**config.mk**
```make
export PLATFORM = sky130hd
export DESIGN_NAME = hmq_ctrl
export DESIGN_NICKNAME = d
export VERILOG_FILES = /design/src/rtl/hmq_pkg.sv /design/src/rtl/hmq_ctrl.sv
export VERILOG_INCLUDE_DIRS = /design/src /design/src/rtl
export SDC_FILE = /design/constraint.sdc
export NUM_CORES = 1
export LEC_CHECK = 0
export BUFFER_PORTS_ARGS = -buffer_cell sky130_fd_sc_hd__buf_4
export CAP_MARGIN = 15
export CORE_AREA = 3 3 40 42
export DETAILED_ROUTE_END_ITERATION = 10
export DIE_AREA = 0 0 43 45
export PLACE_DENSITY = 0.8
export REMOVE_ABC_BUFFERS = 1
export SLEW_MARGIN = 40
export SYNTH_ARGS = -nofsm -noshare
export SYNTH_HDL_FRONTEND = slang
export SYNTH_SLANG_ARGS = --single-unit
```
**constraint.sdc**
```tcl
create_clock -name clk_i -period 5.2 [get_ports clk_i]
set_input_delay 1.3 -clock clk_i [delete_from_list [all_inputs] [get_ports clk_i]]
set_output_delay 1.3 -clock clk_i [all_outputs]
set_load 0.02 [all_outputs]
```
**src/rtl/binary_max_heap_queue_macros.svh**
```systemverilog
// ----------------------------------------------------------------------------
// Assertion macros for the heap queue
// Shared clocking and reset gating for concurrent checks.
// ----------------------------------------------------------------------------
`ifndef BINARY_MAX_HEAP_QUEUE_MACROS_SVH
`define BINARY_MAX_HEAP_QUEUE_MACROS_SVH

// Check a property on every clock edge outside reset
`define HMQ_ASSERT(name, prop, msg) \
  name: assert property (@(posedge clk_i) disable iff (!rst_ni) (prop)) else $error(msg);

// Check that a condition implies another in the same cycle
`define HMQ_ASSERT_IMP(name, ante, cons, msg) \
  `HMQ_ASSERT(name, (ante) |-> (cons), msg)

// Check that a condition implies another in the next cycle
`define HMQ_ASSERT_NEXT(name, ante, cons, msg) \
  `HMQ_ASSERT(name, (ante) |=> (cons), msg)

`endif

```
**src/rtl/hmq_pkg.sv**
```systemverilog
// ----------------------------------------------------------------------------
// hmq_pkg
// Types, codes and constants shared by the heap queue controller and datapath.
// ----------------------------------------------------------------------------
package hmq_pkg;

  localparam int unsigned HMQ_CAPACITY = 1024;
  localparam int unsigned DATA_W       = 32;
  localparam int unsigned COUNT_W      = 11;

  // Key reported when nothing was removed or the heap is empty (1.0 in Q16.16)
  localparam logic signed [DATA_W-1:0] KEY_ONE      = 32'sh0001_0000;
  // Payload reported when the heap is empty
  localparam logic signed [DATA_W-1:0] PAYLOAD_NONE = '1;

  typedef enum logic {
    OP_PUSH = 1'b0,
    OP_POP  = 1'b1
  } op_e;

  // Datapath commands
  typedef enum logic [3:0] {
    CMD_NONE,
    CMD_PUSH,
    CMD_DROP,
    CMD_POP,
    CMD_POP_EMPTY,
    CMD_POP_LOAD,
    CMD_UP_READ,
    CMD_UP_STEP,
    CMD_DN_READ,
    CMD_DN_STEP,
    CMD_PLACE,
    CMD_TOP_READ,
    CMD_TOP_LOAD
  } cmd_e;

  typedef struct packed {
    logic signed [DATA_W-1:0] key;
    logic signed [DATA_W-1:0] payload;
  } entry_t;

  typedef struct packed {
    cmd_e cmd;
  } ctrl_t;

  typedef struct packed {
    logic full;     // fill count at capacity
    logic empty;    // fill count zero
    logic at_root;  // sift position is the root
    logic up_move;  // parent key strictly below the moving key
    logic dn_stop;  // no child key strictly above the moving key
  } stat_t;

endpackage

```
**src/rtl/hmq_ctrl.sv**
```systemverilog
// ----------------------------------------------------------------------------
// hmq_ctrl
// Sequencer for push, pop and result delivery of the heap queue.
// ----------------------------------------------------------------------------
`include "binary_max_heap_queue_macros.svh"

module hmq_ctrl import hmq_pkg::*; (
  input  logic  clk_i,
  input  logic  rst_ni,
  input  logic  in_valid_i,
  output logic  in_ready_o,
  input  logic  mode_i,
  output logic  out_valid_o,
  input  logic  out_ready_i,
  input  stat_t stat_i,
  output ctrl_t ctrl_o
);

  typedef enum logic [7:0] {
    S_IDLE   = 8'b0000_0001,
    S_UP_RD  = 8'b0000_0010,
    S_UP_CMP = 8'b0000_0100,
    S_POP_LD = 8'b0000_1000,
    S_DN_RD  = 8'b0001_0000,
    S_DN_CMP = 8'b0010_0000,
    S_TOP_RD = 8'b0100_0000,
    S_TOP_LD = 8'b1000_0000
  } state_e;

  state_e state_q, state_d;
  logic   out_valid_q, out_valid_d;

  // Sequence the operation and issue one datapath command a cycle
  always_comb begin
    state_d     = state_q;
    ctrl_o.cmd  = CMD_NONE;
    out_valid_d = out_valid_q && !out_ready_i;
    case (state_q)
      S_IDLE: begin
        if (in_valid_i) begin
          if (mode_i == OP_POP) begin
            if (stat_i.empty) begin
              ctrl_o.cmd = CMD_POP_EMPTY;
              state_d    = S_TOP_RD;
            end else begin
              ctrl_o.cmd = CMD_POP;
              state_d    = S_POP_LD;
            end
          end else begin
            if (stat_i.full) begin
              ctrl_o.cmd = CMD_DROP;
              state_d    = S_TOP_RD;
            end else begin
              ctrl_o.cmd = CMD_PUSH;
              state_d    = S_UP_RD;
            end
          end
        end
      end
      S_UP_RD: begin
        if (stat_i.at_root) begin
          ctrl_o.cmd = CMD_PLACE;
          state_d    = S_TOP_RD;
        end else begin
          ctrl_o.cmd = CMD_UP_READ;
          state_d    = S_UP_CMP;
        end
      end
      S_UP_CMP: begin
        if (stat_i.up_move) begin
          ctrl_o.cmd = CMD_UP_STEP;
          state_d    = S_UP_RD;
        end else begin
          ctrl_o.cmd = CMD_PLACE;
          state_d    = S_TOP_RD;
        end
      end
      S_POP_LD: begin
        ctrl_o.cmd = CMD_POP_LOAD;
        state_d    = S_DN_RD;
      end
      S_DN_RD: begin
        ctrl_o.cmd = CMD_DN_READ;
        state_d    = S_DN_CMP;
      end
      S_DN_CMP: begin
        if (stat_i.dn_stop) begin
          ctrl_o.cmd = CMD_PLACE;
          state_d    = S_TOP_RD;
        end else begin
          ctrl_o.cmd = CMD_DN_STEP;
          state_d    = S_DN_RD;
        end
      end
      S_TOP_RD: begin
        ctrl_o.cmd = CMD_TOP_READ;
        state_d    = S_TOP_LD;
      end
      S_TOP_LD: begin
        // Load the result register once it is free, else keep reading the root
        if (!out_valid_q || out_ready_i) begin
          ctrl_o.cmd  = CMD_TOP_LOAD;
          out_valid_d = 1'b1;
          state_d     = S_IDLE;
        end else begin
          ctrl_o.cmd = CMD_TOP_READ;
        end
      end
      default: begin
        state_d = S_IDLE;
      end
    endcase
  end

  // Advance state and result valid
  always_ff @(posedge clk_i or negedge rst_ni) begin
    if (!rst_ni) begin
      state_q     <= S_IDLE;
      out_valid_q <= 1'b0;
    end else begin
      state_q     <= state_d;
      out_valid_q <= out_valid_d;
    end
  end

  assign in_ready_o  = (state_q == S_IDLE);
  assign out_valid_o = out_valid_q;

  `HMQ_ASSERT_IMP(a_valid_from_load, $rose(out_valid_q), $past(state_q == S_TOP_LD), "result valid without root load")
  `HMQ_ASSERT_NEXT(a_accept_busy, in_valid_i && in_ready_o, !in_ready_o, "accepted beat did not start work")
  `HMQ_ASSERT_NEXT(a_out_hold, out_valid_o && !out_ready_i, out_valid_o, "result beat dropped before accept")

endmodule

```
==> results.md <==
* Finish-stage setup viols at 0
* Via Count at 689
* Min-delay worst type: register to register
* Synth warnings at 0
* Final instance area at 790 sq um
* Asr flop ratio synth at 1.00
* All-Layer GR Usage at 0.187
* Fin crit share at 0.715
* Routed WL at 1620 microns
* H-tree depth at 1
* Worst slew margin at 0.575
* RSZ-0062 raised after global routing: false
* EDFF count, synth at 0
* Syn Area/Cell at 8.35 sq um
* N_diodes at 0
* Max Clk Rate at 0.269 GHz
* Outcome: complete, no violations
* Core Box Area at 1280 sq um
* Top-area cell type share of the netlist area at 0.311
* Setup bufs post-CTS at 0
* TritonCTS clock tree: built
* Maximum number of pins on one net before global-route repair at 10
* Net count, final at 106
* Overflow after GRT at 0
* Leakage at 0.000384 uW
* Filler Cells Inserted at 114
* Synthesis-stage register bit count at 9
* Worst Path Arrival at 2420 ps
* CP startpoint kind: input port
* Syn Inst Count at 77
* Width of the die at 43 microns
* Die Height at 45 microns
* Vias in the first global route at 589
* CP required at 3900 ps
* Reg2Reg Setup Slack at 3430 ps
* Area of the multi-input gates at 383 sq um
* Worst Setup End Kind: primary output
* Max Clock Skew at 2.89 ps
* Synthesized area at 643 sq um
* Peak VDD IR at 0.362 mV
* Placed cell count at 106
* Share of layout cells above drive strength 1 at 0.274
* IO Pins at 16
* Sequential-to-total area share from yosys stat at 0.352
* Dominant synthesized flop cell: dfrtp_1
* Pwr dens at 523 nW/um^2
* Fin crit period at 3720 ps
* Initial Util at 0.500
* Post-route setup TNS at 0 ps
* Clock buffer depth at 2
* Port Buf Inserts at 15
* WL/cell at 14.7 microns
* Die area at 1940 sq um
* Post-Place Cell Area at 763 sq um
* Most common cell in the netlist: dfrtp_1
* Top post-synthesis cells by count: 8 x dfrtp_1, 7 x nor2_1, 6 x inv_1
* Slew Limit Fails at 0
* Area leader, netlist: dfrtp_1
* Slew @ Worst Pin at 632 ps
* HPWL Detailed at 1240 microns
* Drc violations at 0
* FF+latch area at 226 sq um
* Worst skew pair latency at 270 ps
* Critical path fanouts, max at 3
* Netlist cell types at 33
* Vias per cell at 6.26
* Hold-fix buffer count after cts at 0
* # resized after CTS at 0
* Clk sinks at 9
* CP Class: input port to primary output
* DRT antenna net count at 0
* Root Buffer: clkbuf_4
* Clock transition at path regs at 70 ps
* Maximum Capacitance Violations at 0
* Clock buffer count from CTS at 3
* Initial antenna violation count at 0
* Global-route wire length before repair at 2670 microns
* DR iter-0 viols at 52
* Hold Fails Final Rpt at 0
* Routability congestion estimate from global placement at 0.975
* Drt first pass iters at 4
* # rows at 13
* Area contributors post-synth: dfrtp_1 31%, and2b_2 5.4%, dfstp_2 4.1%, nor2_1 4.1%, a21oi_1 3.9%
* Final cell count without fillers at 110
* Syn-to-layout area delta at 22.8%
==> kinds of logic after synthesis <==
family / synth area share
buf+inv: 0.0525
compound gates: 0.224
flops: 0.352
simple gates: 0.358
xor+xnor: 0.0136
==> critical path, cell delays in order <==
cell	delay [ps]
buf_4	110
nor2b_1	140
a21oi_1	80
nor4_1	390
nor3_1	100
o211ai_1	130
buf_4	170
==> layout make-up <==
class,count,share of cell area
inverter,6,0.0285
multi-input combinational,61,0.485
timing repair buffer,15,0.143
sequential,9,0.287
clock buffer,4,0.0333
tap,15,0.0238
==> per-layer routing <==
metal / part of all wire / wire length, microns / track usage / vias up
li1: - / - / - / 325
met1: 0.39 / 633 / 0.223 / 298
met2: 0.47 / 763 / 0.302 / 54
met3: 0.10 / 164 / 0.0598 / 12
met4: 0.034 / 55 / 0.102 / 0
met5: 0 / 0 / 0 / -
==> final timing paths <==
path	from	endpoint	cells after the start
setup / recovery	out_ready_i	ctrl_o[1]	7
hold / removal	out_valid_o$_DFF_PN0_	out_valid_o$_DFF_PN0_	2
setup reg to reg	state_q[6]$_DFFE_PN0P_	state_q[0]$_DFFE_PN1P_	5
hold reg to reg	out_valid_o$_DFF_PN0_	out_valid_o$_DFF_PN0_	2
max in group asynchronous	rst_ni	state_q[0]$_DFFE_PN1P_	1
min in group asynchronous	rst_ni	state_q[5]$_DFFE_PN0P_	1
==> cells in the final DEF (no fill, tap or decap), types with 3 or more instances in the layout <==
cell type / netlist / routed
inv_1: 6 / 6
o21ai_0: 5 / 5
nor2b_1: 3 / 3
buf_4: 0 / 15
a21oi_1: 5 / 5
nor4_1: 4 / 4
and2b_2: 4 / 4
clkbuf_4: 0 / 3
nor2_1: 7 / 7
nand2_1: 5 / 5
nand3_1: 3 / 3
dfrtp_1: 8 / 8
==> metrics by stage <==
step / hold slack [ps] / worst slack (ps) / utilization / total power, uW
global route: 578 / 1380 / 0.614 / 437
CTS: 543 / 1480 / 0.614 / 409
finish: 552 / 1480 / 0.614 / 413
global placement: 519 / 1580 / 0.594 / 348
floorplan: 484 / 1800 / - / 272
detailed placement: 530 / 1480 / 0.594 / 351
==> sequential cells by signal (all words and copies together) (netlist names) <==
name	cells
out_valid_o	1
state_q	8
==> report_power, final <==
part / leakage, uW / switching, uW / total (uW) / internal, uW
Clock: 0.0000150 / 27.9 / 57.6 / 29.7
Sequential: 0.000121 / 24.2 / 113 / 88.8
Combinational: 0.000247 / 141 / 243 / 102
(Power assumes the default switching activity.)
